## src/hw/rtl/banded_min_path_cost_accumulator_macros.svh

```systemverilog
// Assertion macros shared by the banded minimum-path cost accumulator RTL.
`ifndef BANDED_MIN_PATH_COST_ACCUMULATOR_MACROS_SVH
`define BANDED_MIN_PATH_COST_ACCUMULATOR_MACROS_SVH

`ifndef ASSERT_OFF
// Checks that a implies b in the same cycle.
`define BMPCA_ASSERT_SAME(label, clk, rst_n, a, b) \
    label: assert property (@(posedge clk) disable iff (!(rst_n)) (a) |-> (b)) \
        else $error("assertion failed");
// Checks that a implies b in the following cycle.
`define BMPCA_ASSERT_NEXT(label, clk, rst_n, a, b) \
    label: assert property (@(posedge clk) disable iff (!(rst_n)) (a) |=> (b)) \
        else $error("assertion failed");
`else
`define BMPCA_ASSERT_SAME(label, clk, rst_n, a, b)
`define BMPCA_ASSERT_NEXT(label, clk, rst_n, a, b)
`endif

`endif

```

## src/hw/rtl/bmpca_pkg.sv

```systemverilog
// Package with widths, register codes and reset values of the path cost accumulator.
package bmpca_pkg;

    localparam int LOCAL_COST_W = 24;
    localparam int ROW_W        = 10;
    localparam int COST_W       = 40;
    localparam int MOVE_W       = 4;
    localparam int NO_PATH_W    = 38;

    localparam int IN_TDATA_W   = 56;
    localparam int OUT_TDATA_W  = 48;

    localparam int CFG_IDX_W    = 1;
    localparam int CFG_DATA_W   = 38;

    localparam logic [CFG_IDX_W-1:0] CFG_MOVE_LIMIT   = 1'b0;
    localparam logic [CFG_IDX_W-1:0] CFG_NO_PATH_COST = 1'b1;

    localparam logic [MOVE_W-1:0]    MOVE_LIMIT_RST   = 4'd3;
    localparam logic [NO_PATH_W-1:0] NO_PATH_COST_RST = {NO_PATH_W{1'b1}};

    localparam int COLUMN_HEIGHT_DEF = 1024;
    localparam int MAX_MOVE_DEF      = 15;

endpackage

```

## src/hw/rtl/bmpca_ctrl.sv

```systemverilog
// Item sequencer: window setup, previous-column scan, saturating add and write-back.
`include "banded_min_path_cost_accumulator_macros.svh"

module bmpca_ctrl
    import bmpca_pkg::*;
#(
    parameter int COLUMN_HEIGHT = COLUMN_HEIGHT_DEF,
    parameter int MAX_MOVE      = MAX_MOVE_DEF,
    parameter int HT_W          = $clog2(COLUMN_HEIGHT),
    parameter int ADDR_W        = HT_W + 1
) (
    input  logic                   i_clk,
    input  logic                   i_rst_n,
    input  logic                   i_cfg_we,
    input  logic [CFG_IDX_W-1:0]   i_cfg_idx,
    input  logic [CFG_DATA_W-1:0]  i_cfg_data,
    input  logic                   s_axis_tvalid,
    output logic                   s_axis_tready,
    input  logic [IN_TDATA_W-1:0]  s_axis_tdata,
    output logic                   m_axis_tvalid,
    input  logic                   m_axis_tready,
    output logic [OUT_TDATA_W-1:0] m_axis_tdata,
    output logic                   o_mem_we,
    output logic [ADDR_W-1:0]      o_mem_waddr,
    output logic [COST_W-1:0]      o_mem_wdata,
    output logic                   o_mem_re,
    output logic [ADDR_W-1:0]      o_mem_raddr,
    input  logic [COST_W-1:0]      i_mem_rdata
);

    localparam int WIN_W = ((ROW_W > HT_W) ? ROW_W : HT_W) + 2;
    localparam int SUM_W = COST_W + 1;

    typedef enum logic [1:0] {
        ST_IDLE,
        ST_SCAN,
        ST_FINISH
    } t_state;

    t_state r_state;

    logic [MOVE_W-1:0]       r_move_limit;
    logic [NO_PATH_W-1:0]    r_no_path_cost;

    logic                    r_bank;
    logic [ROW_W-1:0]        r_prev_top;
    logic [ROW_W-1:0]        r_prev_bottom;
    logic [ROW_W-1:0]        r_cur_top;
    logic [ROW_W-1:0]        r_cur_bottom;

    logic signed [LOCAL_COST_W-1:0] r_local;
    logic [ROW_W-1:0]        r_row;
    logic                    r_in_band;
    logic                    r_search;
    logic [HT_W-1:0]         r_k;
    logic [HT_W-1:0]         r_hi;
    logic                    r_issue_done;
    logic                    r_rd_vld;
    logic                    r_found;
    logic signed [COST_W-1:0] r_best;

    logic                    r_out_valid;
    logic signed [COST_W-1:0] r_out_cost;
    logic                    r_out_in_band;
    logic                    r_out_nopred;

    // Unpacked input item.
    logic signed [LOCAL_COST_W-1:0] w_local;
    logic [ROW_W-1:0]        w_row;
    logic [ROW_W-1:0]        w_top;
    logic [ROW_W-1:0]        w_bottom;
    logic                    w_first;

    logic                    w_accept;
    logic [ROW_W-1:0]        n_prev_top;
    logic [ROW_W-1:0]        n_prev_bottom;
    logic                    n_bank;
    logic                    w_in_band;

    logic [WIN_W-1:0]        w_move_ext;
    logic signed [WIN_W-1:0] w_d;
    logic signed [WIN_W-1:0] w_lo0;
    logic signed [WIN_W-1:0] w_hi0;
    logic signed [WIN_W-1:0] w_lo1;
    logic signed [WIN_W-1:0] w_hi1;
    logic signed [WIN_W-1:0] w_lo;
    logic signed [WIN_W-1:0] w_hi;
    logic signed [WIN_W-1:0] w_pt;
    logic signed [WIN_W-1:0] w_pb;

    logic signed [SUM_W-1:0]  w_addend;
    logic signed [SUM_W-1:0]  w_sum;
    logic signed [COST_W-1:0] w_sat;
    logic                     w_nopred;
    logic                     w_out_free;
    logic                     w_finish;
    logic                     w_issue;

    assign w_local  = s_axis_tdata[LOCAL_COST_W-1:0];
    assign w_row    = s_axis_tdata[LOCAL_COST_W +: ROW_W];
    assign w_top    = s_axis_tdata[LOCAL_COST_W + ROW_W +: ROW_W];
    assign w_bottom = s_axis_tdata[LOCAL_COST_W + 2*ROW_W +: ROW_W];
    assign w_first  = s_axis_tdata[LOCAL_COST_W + 3*ROW_W];

    assign s_axis_tready = (r_state == ST_IDLE);
    assign w_accept      = s_axis_tvalid && s_axis_tready;

    // Row zero opens a new column: banks swap and the finished band becomes the previous band.
    assign n_bank        = (w_row == '0) ? ~r_bank : r_bank;
    assign n_prev_top    = (w_row == '0) ? r_cur_top : r_prev_top;
    assign n_prev_bottom = (w_row == '0) ? r_cur_bottom : r_prev_bottom;
    assign w_in_band     = (w_row >= w_top) && (w_row <= w_bottom);

    // Window of the previous column, clipped to its band and to the store.
    assign w_move_ext = WIN_W'(r_move_limit);
    assign w_d   = (w_move_ext > WIN_W'(MAX_MOVE)) ? WIN_W'(MAX_MOVE) : w_move_ext;
    assign w_pt  = WIN_W'(n_prev_top);
    assign w_pb  = WIN_W'(n_prev_bottom);
    assign w_lo0 = WIN_W'(w_row) - w_d;
    assign w_hi0 = WIN_W'(w_row) + w_d;
    assign w_lo1 = (w_lo0 < w_pt) ? w_pt : w_lo0;
    assign w_hi1 = (w_hi0 > w_pb) ? w_pb : w_hi0;
    assign w_lo  = (w_lo1 < 0) ? '0 : w_lo1;
    assign w_hi  = (w_hi1 > WIN_W'(COLUMN_HEIGHT - 1)) ? WIN_W'(COLUMN_HEIGHT - 1) : w_hi1;

    assign w_issue = (r_state == ST_SCAN) && !r_issue_done;

    // Saturating add of the chosen predecessor cost.
    always_comb begin
        w_nopred = 1'b0;
        if (!r_search) begin
            w_addend = '0;
        end else if (r_found) begin
            w_addend = SUM_W'(r_best);
        end else begin
            w_addend = SUM_W'({1'b0, r_no_path_cost});
            w_nopred = 1'b1;
        end
        w_sum = SUM_W'(r_local) + w_addend;
        if (w_sum[SUM_W-1] != w_sum[SUM_W-2]) begin
            w_sat = w_sum[SUM_W-1] ? {1'b1, {(COST_W-1){1'b0}}} : {1'b0, {(COST_W-1){1'b1}}};
        end else begin
            w_sat = w_sum[COST_W-1:0];
        end
    end

    assign w_out_free = !r_out_valid || m_axis_tready;
    assign w_finish   = (r_state == ST_FINISH) && w_out_free;

    always_ff @(posedge i_clk) begin
        if (!i_rst_n) begin
            r_state        <= ST_IDLE;
            r_move_limit   <= MOVE_LIMIT_RST;
            r_no_path_cost <= NO_PATH_COST_RST;
            r_bank         <= 1'b0;
            r_prev_top     <= '0;
            r_prev_bottom  <= '0;
            r_cur_top      <= '0;
            r_cur_bottom   <= '0;
            r_issue_done   <= 1'b0;
            r_rd_vld       <= 1'b0;
            r_found        <= 1'b0;
            r_out_valid    <= 1'b0;
        end else begin
            if (i_cfg_we) begin
                unique case (i_cfg_idx)
                    CFG_MOVE_LIMIT:   r_move_limit   <= i_cfg_data[MOVE_W-1:0];
                    CFG_NO_PATH_COST: r_no_path_cost <= i_cfg_data[NO_PATH_W-1:0];
                    default: ;
                endcase
            end

            if (m_axis_tready && !w_finish) begin
                r_out_valid <= 1'b0;
            end

            r_rd_vld <= w_issue;

            unique case (r_state)
                ST_IDLE: begin
                    if (w_accept) begin
                        r_bank        <= n_bank;
                        r_prev_top    <= n_prev_top;
                        r_prev_bottom <= n_prev_bottom;
                        r_cur_top     <= w_top;
                        r_cur_bottom  <= w_bottom;
                        r_local       <= w_local;
                        r_row         <= w_row;
                        r_in_band     <= w_in_band;
                        r_search      <= w_in_band && !w_first;
                        r_k           <= w_lo[HT_W-1:0];
                        r_hi          <= w_hi[HT_W-1:0];
                        r_issue_done  <= 1'b0;
                        r_found       <= 1'b0;
                        if (w_in_band && !w_first && (w_lo <= w_hi)) begin
                            r_state <= ST_SCAN;
                        end else begin
                            r_state <= ST_FINISH;
                        end
                    end
                end
                ST_SCAN: begin
                    if (!r_issue_done) begin
                        if (r_k == r_hi) begin
                            r_issue_done <= 1'b1;
                        end else begin
                            r_k <= r_k + 1'b1;
                        end
                    end
                    if (r_rd_vld) begin
                        if (!r_found || ($signed(i_mem_rdata) < r_best)) begin
                            r_best <= $signed(i_mem_rdata);
                        end
                        r_found <= 1'b1;
                    end
                    // The last read has been compared once no read is in flight.
                    if (r_issue_done && !r_rd_vld) begin
                        r_state <= ST_FINISH;
                    end
                end
                ST_FINISH: begin
                    if (w_out_free) begin
                        r_out_valid   <= 1'b1;
                        r_out_cost    <= w_sat;
                        r_out_in_band <= r_in_band;
                        r_out_nopred  <= w_nopred;
                        r_state       <= ST_IDLE;
                    end
                end
                default: r_state <= ST_IDLE;
            endcase
        end
    end

    assign o_mem_re    = w_issue;
    assign o_mem_raddr = {~r_bank, r_k};
    assign o_mem_we    = w_finish && (WIN_W'(r_row) < WIN_W'(COLUMN_HEIGHT));
    assign o_mem_waddr = {r_bank, HT_W'(r_row)};
    assign o_mem_wdata = w_sat;

    assign m_axis_tvalid = r_out_valid;
    assign m_axis_tdata  = {{(OUT_TDATA_W - COST_W - 2){1'b0}},
                            r_out_nopred, r_out_in_band, r_out_cost};

    `BMPCA_ASSERT_SAME(a_no_rw_overlap, i_clk, i_rst_n, o_mem_we, !o_mem_re)
    `BMPCA_ASSERT_SAME(a_read_other_bank, i_clk, i_rst_n, o_mem_re, o_mem_raddr[ADDR_W-1] != r_bank)
    `BMPCA_ASSERT_NEXT(a_busy_after_accept, i_clk, i_rst_n, w_accept, r_state != ST_IDLE)
    `BMPCA_ASSERT_SAME(a_nopred_in_band, i_clk, i_rst_n, r_out_valid, !r_out_nopred || r_out_in_band)

endmodule

```

## config.mk

```make
export PLATFORM = sky130hd
export DESIGN_NAME = bmpca_ctrl
export DESIGN_NICKNAME = d
export VERILOG_FILES = /design/src/hw/rtl/bmpca_pkg.sv /design/src/hw/rtl/bmpca_ctrl.sv
export VERILOG_INCLUDE_DIRS = /design/src /design/src/hw/rtl
export SDC_FILE = /design/constraint.sdc
export NUM_CORES = 1
export LEC_CHECK = 0
export BUFFER_PORTS_ARGS = -buffer_cell sky130_fd_sc_hd__buf_2
export CORE_MARGIN = 10
export CORE_UTILIZATION = 35
export DETAILED_ROUTE_END_ITERATION = 10
export PLACE_DENSITY_LB_ADDON = 0.12
export SLEW_MARGIN = 20
export SYNTH_ARGS = -nofsm -noshare
export SYNTH_HDL_FRONTEND = slang
export SYNTH_SLANG_ARGS = --single-unit
```

## constraint.sdc

```tcl
create_clock -name i_clk -period 11.06 [get_ports i_clk]
set_input_delay 1.106 -clock i_clk [delete_from_list [all_inputs] [get_ports i_clk]]
set_output_delay 1.106 -clock i_clk [all_outputs]
set_load 0.02 [all_outputs]
```

==> reports/results.ini, run 1 <==
[detailed_routing]
detail-route-antenna-nets = 0
drt_first_pass_iters = 4
drt-initial-drc-count = 616
viasPerCell = 5.01
routed.top_layer = met5
num_vias = 11200
finalWirelength_mm = 43.0
wl_met2_mm = 19.0
route.met3.wl_mm = 2.48
drc = 0
wl_met1_mm = 20.6
wire_per_inst_um = 19.3

[logic_synthesis]
syn_area_mm2 = 0.0141
async_flop_share_pct = 0
synth_ff_type = edfxtp_1
yosysWarnings = 0
ys_seq_area_share_pct = 41.9
syn_inst = 1463
ys_types = 66
synth_edf_count = 138
avgSynthCellArea_um2 = 9.67
synth-seq-cells = 227

[floorplan]
die_w_um = 221
ioPinCount = 254
die_area_mm2 = 0.0488
num_rows = 73
core-area_mm2 = 0.0398
start_util_pct = 35.5
die_h_um = 221

[clocking]
cts_resized = 0
path_clk_slew_ns = 0.06
clock_sinks = 227
clock_path_buffers = 3
post-cts-setup-buffer-count = 0
cts_hold_buf = 0
clock-root-buffer = clkbuf_16
cts_tree = built
htreeDepth = 1
clk_latency_ns = 0.56
cts-buffers-inserted = 29

[timing]
worstMarginPinSlew_ns = 1.11
min_period_ns = 6.85
fin_hold_ws_ns = 0.457
rsz0062_at_grt = false
maxSlewViolCount = 0
finalCritPeriodShare_pct = 61.9
finalSetupViolations = 0
timing.fmax_ghz = 0.146
finalSetupTns_ns = 0
finalHoldViolations = 0
fin_skew_ns = 0.0140
max_slew_margin_pct = 25.6

[global_route]
grt_overflow = 0
first_global_vias = 11500
grt_max_degree = 50
grt_pass1_wl_mm = 67.0
grt_usage_pct = 17.0
antenna_found_initial = 7

[run_status]
status = finished, final reports clean

[worst_setup_path]
r2r_slack_ns = 5.29
rr_endpoint = r_state[1]
worst_ep_arrival_time_ns = 5.74
crit_slowest_cell = a2111oi_4
max_stage_delay_ns = 0.67
path_class = reg -> out
crit_required_ns = 9.95
critPathMaxFanout = 41
r2r_cells = 26
cp-start-kind = register
critical_path.endpoint = o_mem_wdata[25]
cp-startpoint = r_found
crit-reg2reg-launch = r_move_limit[0]
critPathCaptureType = output port
path_cells = buf_4 -> mux2_2 -> nand2_1 -> inv_1 -> ha_1 -> a211o_1 -> a21oi_1 -> a211oi_1 -> o211ai_2 -> a31oi_2 -> nand4_1 -> mux2i_1 -> a2111oi_4 -> nor2_4 -> o31ai_1 -> buf_2

[layout]
n_fill_cell = 4031
layout-area-overhead-vs-synth_pct = 18.0
most-common-layout-cells = 246 x buf_2, 222 x nand2_1, 138 x ha_1, 138 x edfxtp_1, 91 x inv_1
nNetsFinal = 1966
final_common_cell = buf_2
drive_above_1_share_pct = 19.9

[placed_design]
dp_hpwl_mm = 33.6
gp_congestion = 0.846
numPortBuffers = 246

[power]
peakVddDrop_mv = 0.105
cellLeakagePower_uw = 0.00736
p_total_uw = 2370
power.density_mw_per_mm2 = 142

[worst_hold_path]
hold_class = reg -> reg

[flow_run]
maxCapViolCount = 0

## sequential cells by signal, summed over array words and instances, names as in the netlist, 24 cells and up
signal	cells
r_out_cost	40
r_best	40
r_local	24
r_no_path_cost	38
## area by class of cell
class | count | area (um^2) | share of cell area (%)
sequential | 227 | 5930 | 35.5
clock buffer | 43 | 818 | 4.90
antenna | 3 | 7.51 | 0.0450
multi-input combinational | 1081 | 7560 | 45.3
inverter | 91 | 342 | 2.05
timing repair buffer | 255 | 1300 | 7.78
clock inverter | 9 | 72.6 | 0.435
tap | 525 | 657 | 3.94
## power breakdown
| group | switching, uW | internal, uW | total [uW] |
|---|---|---|---|
| combinational | 317 | 190 | 507 |
| sequential | 20.7 | 945 | 966 |
| clock | 367 | 530 | 898 |
| total | 706 | 1670 | 2370 |
## synthesized netlist by cell type, drive strengths merged, types with 16 or more instances
cell,count,share of area (%)
xor2,38,2.4
a21boi,43,2.3
nor2,52,1.4
nand3,61,2.2
nand2b,20,0.88
dfxtp,89,13
nand4,16,0.71
ha,138,12
xnor2,33,2.0
clkbuf,47,1.2
mux2i,69,4.9
a211oi,17,0.90
a21o,34,1.8
a21oi,74,2.8
nand2,223,6.0
nor2b,55,2.4
o21ai,71,2.8
buf,22,1.2
inv,91,2.4
edfxtp,138,29
## layer usage
metal	up-vias	global-route usage (%)
li1	5616	-
met5	-	0
met3	60	3.68
met4	8	4.51
met2	277	26.8
met1	5234	22.9
## worst min path at each step
stage	from	to	slack, ns	depth (start not counted)
finish	r_in_band	r_out_in_band	0.46	0
global route	r_in_band	r_out_in_band	0.45	0
CTS	r_in_band	r_out_in_band	0.45	0
detailed placement	r_in_band	r_out_in_band	0.45	0
global placement	r_in_band	r_out_in_band	0.44	0
floorplan	r_in_band	r_out_in_band	0.40	0
## critical path: cells and delay by family, from the launching register on
family	cells	cell delay, ns
adder cells (fa/ha/maj)	1	0.29
multiplexers	2	0.60
AO/OA/AOI/OAI	7	2.34
flip-flops	1	0.36
AND/OR/NAND/NOR	3	0.68
buffers and inverters	3	0.87
## cell families (layout without fill, tap and decap cells)
kind of cell,after synthesis,count (layout),share of synthesized area [%]
flip-flops,227,227,41.9
buffers and inverters,160,398,4.88
XOR/XNOR,71,71,4.40
AO/OA/AOI/OAI,304,304,14.4
AND/OR/NAND/NOR,473,473,15.6
adder cells (fa/ha/maj),144,144,12.8
multiplexers,83,83,6.00
other,1,9,0.0265
## stage by stage
stage          setup WS, ns  instance area [um^2]  instances  utilization (%)
2_1_floorplan          4.85                 14200       1468                -
3_3_place_gp           4.20                 15800       2179             39.6
3_5_place_dp           4.18                 15800       2179             39.6
4_1_cts                4.07                 16700       2231             41.9
5_1_grt                3.82                 16700       2233             41.9
6_report               4.21                 16700       2234             41.9
No activity file was read; power rests on OpenSTA's default activity.
==> inputs of run 2 (changes only) <==
--- a/config.mk
+++ b/config.mk
@@ -6,6 +6,7 @@
 export SDC_FILE = /design/constraint.sdc
 export NUM_CORES = 1
 export LEC_CHECK = 0
+export ABC_AREA = 1
 export BUFFER_PORTS_ARGS = -buffer_cell sky130_fd_sc_hd__buf_2
 export CORE_MARGIN = 10
 export CORE_UTILIZATION = 35
==> constraint.sdc (replaced) <==
create_clock -name i_clk -period 6.78 [get_ports i_clk]
set_input_delay 0.678 -clock i_clk [delete_from_list [all_inputs] [get_ports i_clk]]
set_output_delay 0.678 -clock i_clk [all_outputs]
set_load 0.02 [all_outputs]
==> run 2 against run 1 <==
  * Highest routed layer is now met4
  * Design area is 5.3% higher
  * Synthesized area is 5.0% higher
  * Critical endpoint is now o_mem_wdata[3]
  * Sequential cell count stayed put
  * Critical path type unchanged
  * Total power is 99% higher
==> reports/results.ini, run 2 <==
[global_route]
first_global_vias = 13700  ; +18%
grt_usage_pct = 19.0  ; +2.0 points
grt_max_degree = 86  ; +72%
antenna_found_initial = 3  ; -4
grt_overflow = 0  ; unchanged
grt_pass1_wl_mm = 75.7  ; +13%

[logic_synthesis]
synth_ff_type = edfxtp_1
yosysMostFrequentCell = nand2_1
yosysWarnings = 0  ; unchanged
synth.largest_area_cell = edfxtp_1
synthTopCellsByCount = 561 x nand2_1, 288 x inv_1, 138 x edfxtp_1, 138 x ha_1, 136 x o21ai_0
synth-seq-cells = 227  ; unchanged
async_flop_share_pct = 0  ; unchanged
avgSynthCellArea_um2 = 7.55  ; -22%
yosys-top-cells-area = edfxtp_1 28%, nand2_1 14%, dfxtp_1 12%, ha_1 12%, inv_1 7.3%
syn_area_mm2 = 0.0149  ; +5.0%
yosysTopAreaCellShare_pct = 27.9  ; -1.4 points
ys_types = 48  ; -27%
synth_edf_count = 138  ; unchanged
syn_inst = 1968  ; +35%
ys_seq_area_share_pct = 39.9  ; -2.0 points

[flow_run]
maxCapViolCount = 0  ; unchanged

[layout]
final_common_cell = nand2_1
fin_cells = 2763  ; +24%
layout-area-overhead-vs-synth_pct = 18.3
most-common-layout-cells = 560 x nand2_1, 288 x inv_1, 246 x buf_2, 138 x ha_1, 138 x edfxtp_1
nNetsFinal = 2483  ; +26%
drive_above_1_share_pct = 15.7  ; -4.3 points
reg.largest.list = r_best (40), r_out_cost (40), r_no_path_cost (38)

[timing]
fin_skew_ns = 0.0289  ; +0.0149 ns
max_slew_margin_pct = 39.1  ; +13 points
fin_hold_ws_ns = 0.284  ; -0.173 ns
finalCritPeriodShare_pct = 82.0
worstMarginPinSlew_ns = 0.913  ; -0.201 ns
finalSetupTns_ns = 0  ; unchanged
rsz0062_at_grt = false
maxSlewViolCount = 0  ; unchanged
min_period_ns = 5.56
finalSetupViolations = 0  ; unchanged
timing.fmax_ghz = 0.180
finalHoldViolations = 0  ; unchanged

[placed_design]
gp_congestion = 0.898  ; +6.2%
numPortBuffers = 246  ; unchanged
dp_cells = 2711  ; +24%
dp_hpwl_mm = 39.5  ; +18%

[clocking]
cts_resized = 0  ; unchanged
htreeDepth = 1  ; unchanged
cts_hold_buf = 0  ; unchanged
path_clk_slew_ns = 0.07  ; about the same
clk_latency_ns = 0.57  ; about the same
clock_sinks = 227  ; unchanged
clock-root-buffer = clkbuf_16
cts-buffers-inserted = 28  ; -3.4%
cts_tree = built
clock_path_buffers = 3  ; unchanged
post-cts-setup-buffer-count = 0  ; unchanged

[worst_setup_path]
worst_ep_arrival_time_ns = 4.88  ; -0.86 ns
crit_required_ns = 6.10  ; -3.85 ns
critPathMaxFanout = 39  ; -4.9%
cp-start-kind = register
critPathCaptureType = output port
path_class = reg -> out

[detailed_routing]
drt_first_pass_iters = 7  ; +3
detail-route-antenna-nets = 0  ; unchanged
num_vias = 13400  ; +20%
wire_per_inst_um = 17.7  ; -7.9%
drt-initial-drc-count = 774  ; +26%
drc = 0  ; unchanged
viasPerCell = 4.86  ; -3.0%
finalWirelength_mm = 49.0  ; +14%

[floorplan]
core-area_mm2 = 0.0419  ; +5.3%
die_area_mm2 = 0.0511  ; +4.6%
num_rows = 75  ; +2.7%
die_h_um = 226  ; +2.3%
start_util_pct = 35.4  ; -0.10 points
ioPinCount = 254  ; unchanged
die_w_um = 226  ; +2.3%

[worst_hold_path]
hold_class = in -> reg

[power]
cellLeakagePower_uw = 0.00870  ; +18%
peakVddDrop_mv = 0.186  ; +76%
p_total_uw = 4720  ; +99%
power.density_mw_per_mm2 = 269  ; +89%

[run_status]
status = finished, final reports clean

[run 2: changes by cell type after synthesis, sizes merged, moves of 49 or more]
cell / before / now
nand2: 223 / 580
inv: 91 / 293
nor2: 52 / 138
o21ai: 71 / 153
mux2i: 69 / 0
a21oi: 74 / 135
nor2b: 55 / 0
nand3: 61 / 110
[run 2: per-layer routing]
metal / track usage [%] / vias up / share of wire [%]
met5: 0 / - / 0
met4: 5.64 / 0 / 2.9
met3: 3.24 / 74 / 5.0
met2: 35.2 / 272 / 51
met1: 21.7 / 6177 / 41
li1: - / 6913 / -
[run 2: cell type report]
cell class	instances	area, um^2
diodes	2	5.00
repair buffers	258	1320
well taps	539	674
flip-flops and latches	227	5930
clock buffers	40	850
fillers	4391	24400
inverters	293	1100
clock inverters	10	133
multi-input cells	1394	7560
[run 2: path summary, 6_finish.rpt]
check / startpoint / end / slack, ns / cells after the start
worst max-delay path: r_found / o_mem_wdata[3] / 1.22 / 21
worst min-delay path: s_axis_tdata[17] / r_local[17] / 0.28 / 1
worst max register to register: r_move_limit[0] / r_state[0] / 1.69 / 29
worst min register to register: r_in_band / r_out_in_band / 0.43 / 0
[run 2: cells by family after synthesis]
| family | count (synthesis) | synth area share, % |
|---|---|---|
| fa+ha+maj | 141 | 12.0 |
| buf+inv | 352 | 9.42 |
| flops | 227 | 39.9 |
| compound gates | 322 | 11.4 |
| simple gates | 888 | 25.0 |
| other cells | 1 | 0.0252 |
| xor+xnor | 37 | 2.18 |
[run 2: metrics by stage]
| step | cell area (um^2) | worst slack, ns | utilization, % |
|---|---|---|---|
| after global placement | 16600 | 1.21 | 39.5 |
| after CTS | 17600 | 1.11 | 41.9 |
| after global routing | 17600 | 0.754 | 41.9 |
| after floorplan | 14900 | 2.07 | - |
| after detailed placement | 16600 | 1.14 | 39.5 |
| final | 17600 | 1.22 | 41.9 |
[run 2: power by group]
group	switching, uW	internal, uW
Combinational	994	453
Sequential	56.8	1620
Clock	609	981
Total	1660	3060
[run 2: critical path, cell delays in order, from the launching register on]
cell     delay (ns)
dfxtp_1        0.32
inv_1          0.07
nand2_1        0.05
inv_1          0.04
buf_4          0.38
nand2_1        0.13
o21ai_0        0.19
ha_1           0.42
inv_1          0.09
fa_1           0.39
inv_1          0.12
nand2_1        0.09
o21ai_2        0.29
nand2_1        0.09
nand2_1        0.07
buf_4          0.16
nand3_1        0.11
nand4_1        0.13
nand2_2        0.09
nand2_2        0.52
o21ai_0        0.30
buf_2          0.24
==> inputs of run 3 (changes only) <==
==> constraint.sdc (replaced) <==
create_clock -name i_clk -period 5.6 [get_ports i_clk]
set_input_delay 0.56 -clock i_clk [delete_from_list [all_inputs] [get_ports i_clk]]
set_output_delay 0.56 -clock i_clk [all_outputs]
set_load 0.02 [all_outputs]
==> run 3 against run 2 <==
  * Clock power is 14% higher
  * Register-to-register slack got worse by 1.0 ns
  * Largest power group unchanged
  * Critical path depth fell by 5
  * Setup slack got worse by 0.77 ns
  * Core utilization down 0.060 points
  * Hold slack lost 0.12 ns
  * Die area did not move
  * Wire length is 0.34% higher
  * Design area down 0.14%
  * Combinational power increased by 21%
  * Sequential share of layout area is essentially flat
  * Critical endpoint is now o_mem_wdata[1]
  * Clock skew decreased by 0.0071 ns
==> reports/results.ini, run 3 (same netlist as run 2, synthesis figures left out) <==
[run_status]
status = finished, final reports clean

[layout]
layout-area-overhead-vs-synth_pct = 18.1
reg.largest.list = r_best (40), r_out_cost (40), r_no_path_cost (38)
final_common_cell = nand2_1
nNetsFinal = 2488  ; +0.20%
fin_util_pct = 41.8  ; -0.060 points
most-common-layout-cells = 561 x nand2_1, 287 x inv_1, 246 x buf_2, 138 x ha_1, 138 x edfxtp_1
drive_above_1_share_pct = 15.7  ; +0.055 points

[clocking]
cts_hold_buf = 0  ; unchanged
post-cts-setup-buffer-count = 0  ; unchanged
cts_tree = built
clock-root-buffer = clkbuf_16
htreeDepth = 1  ; unchanged
cts-buffers-inserted = 28  ; unchanged
cts_resized = 0  ; unchanged
clock_sinks = 227  ; unchanged
clock_path_buffers = 3  ; unchanged
path_clk_slew_ns = 0.06  ; about the same
clk_latency_ns = 0.57  ; about the same

[worst_setup_path]
path_class = reg -> out
critPathCaptureType = output port
worst_ep_arrival_time_ns = 4.59  ; -0.29 ns
crit_slowest_cell = nand2_2
crit_required_ns = 5.04  ; -1.06 ns
critPathMaxFanout = 39  ; unchanged
crit_buf_inv = 4  ; -3
cp-start-kind = register
path_cells = inv_1 -> o21ai_0 -> ha_1 -> inv_1 -> fa_1 -> inv_1 -> nand2_1 -> o21ai_2 -> nand2_1 -> nand2_1 -> nand3_1 -> nand4_1 -> nand2_2 -> nand2_2 -> o21ai_0 -> buf_2
max_stage_delay_ns = 0.52  ; about the same
cpLargestDelayFamily = simple AND/OR/NAND/NOR gates

[global_route]
grt_max_degree = 60  ; -30%
antenna_found_initial = 2  ; -1
grt_usage_pct = 18.9  ; -0.090 points
grt_pass1_wl_mm = 75.3  ; -0.55%
first_global_vias = 13400  ; -1.6%
grt_overflow = 0  ; unchanged

[timing]
finalSetupViolations = 0  ; unchanged
fin_hold_ws_ns = 0.164  ; -0.120 ns
fin_skew_ns = 0.0218  ; -0.00713 ns
finalCritPeriodShare_pct = 92.0
worstMarginPinSlew_ns = 0.925  ; +0.0119 ns
maxSlewViolCount = 0  ; unchanged
timing.fmax_ghz = 0.194
max_slew_margin_pct = 38.1  ; -1.0 points
min_period_ns = 5.15
finalSetupTns_ns = 0  ; unchanged
finalHoldViolations = 0  ; unchanged
rsz0062_at_grt = false

[placed_design]
numPortBuffers = 246  ; unchanged
dp_hpwl_mm = 40.1  ; +1.6%
gp_congestion = 0.922  ; +2.7%

[floorplan]
start_util_pct = 35.4  ; unchanged
die_h_um = 226  ; unchanged
ioPinCount = 254  ; unchanged
die_w_um = 226  ; unchanged
die_area_mm2 = 0.0511  ; unchanged
core-area_mm2 = 0.0419  ; unchanged
num_rows = 75  ; unchanged

[detailed_routing]
finalWirelength_mm = 49.2  ; +0.34%
drt-initial-drc-count = 676  ; -13%
detail-route-antenna-nets = 0  ; unchanged
wire_per_inst_um = 17.8  ; +0.20%
drc = 0  ; unchanged
drt_first_pass_iters = 5  ; -2
viasPerCell = 4.83  ; -0.64%
num_vias = 13400  ; -0.50%

[worst_hold_path]
hold_class = in -> reg

[power]
power.density_mw_per_mm2 = 319  ; +19%
cellLeakagePower_uw = 0.00869  ; -0.15%
peakVddDrop_mv = 0.198  ; +6.7%
p_total_uw = 5600  ; +19%

[flow_run]
maxCapViolCount = 0  ; unchanged

[run 3: stage by stage]
step / cells / cell area [um^2] / worst slack (ns)
floorplan: 1973 / 14900 / 1.01
global placement: 2716 / 16600 / 0.320
detailed placement: 2716 / 16600 / 0.270
CTS: 2766 / 17500 / 0.364
global route: 2766 / 17500 / 0.0118
finish: 2767 / 17500 / 0.447
[run 3: report_power, final]
group / total [uW] / internal [uW] / leakage (uW) / switching, uW
clock: 1810 / 1090 / 0.000447 / 718
sequential: 2040 / 1970 / 0.00200 / 68.3
combinational: 1760 / 551 / 0.00625 / 1210
[run 3: layer usage]
layer  wire length [um]  part of all wire [%]  GRT usage, %
met1              20400                    41          21.6
met2              25300                    51          35.5
met3               2390                   4.9          3.10
met4               1130                   2.3          4.62
met5                  0                     0             0
[run 3: worst paths after layout]
| kind | start | to | slack [ns] | cells past startpoint |
|---|---|---|---|---|
| worst max-delay path | r_best[0] | o_mem_wdata[1] | 0.45 | 16 |
| worst min-delay path | s_axis_tdata[4] | r_local[4] | 0.16 | 1 |
| worst max register to register | r_move_limit[1] | r_state[0] | 0.67 | 28 |
| worst min register to register | r_in_band | r_out_in_band | 0.43 | 0 |
[run 3: cell type report]
| cell class | instances | area, um^2 |
|---|---|---|
| tap | 539 | 674 |
| inverter | 293 | 1100 |
| antenna | 1 | 2.50 |
| multi-input combinational | 1394 | 7560 |
| timing repair buffer | 263 | 1370 |
| fill | 4407 | 24400 |
| clock buffer | 38 | 805 |
| sequential | 227 | 5930 |
| clock inverter | 12 | 108 |
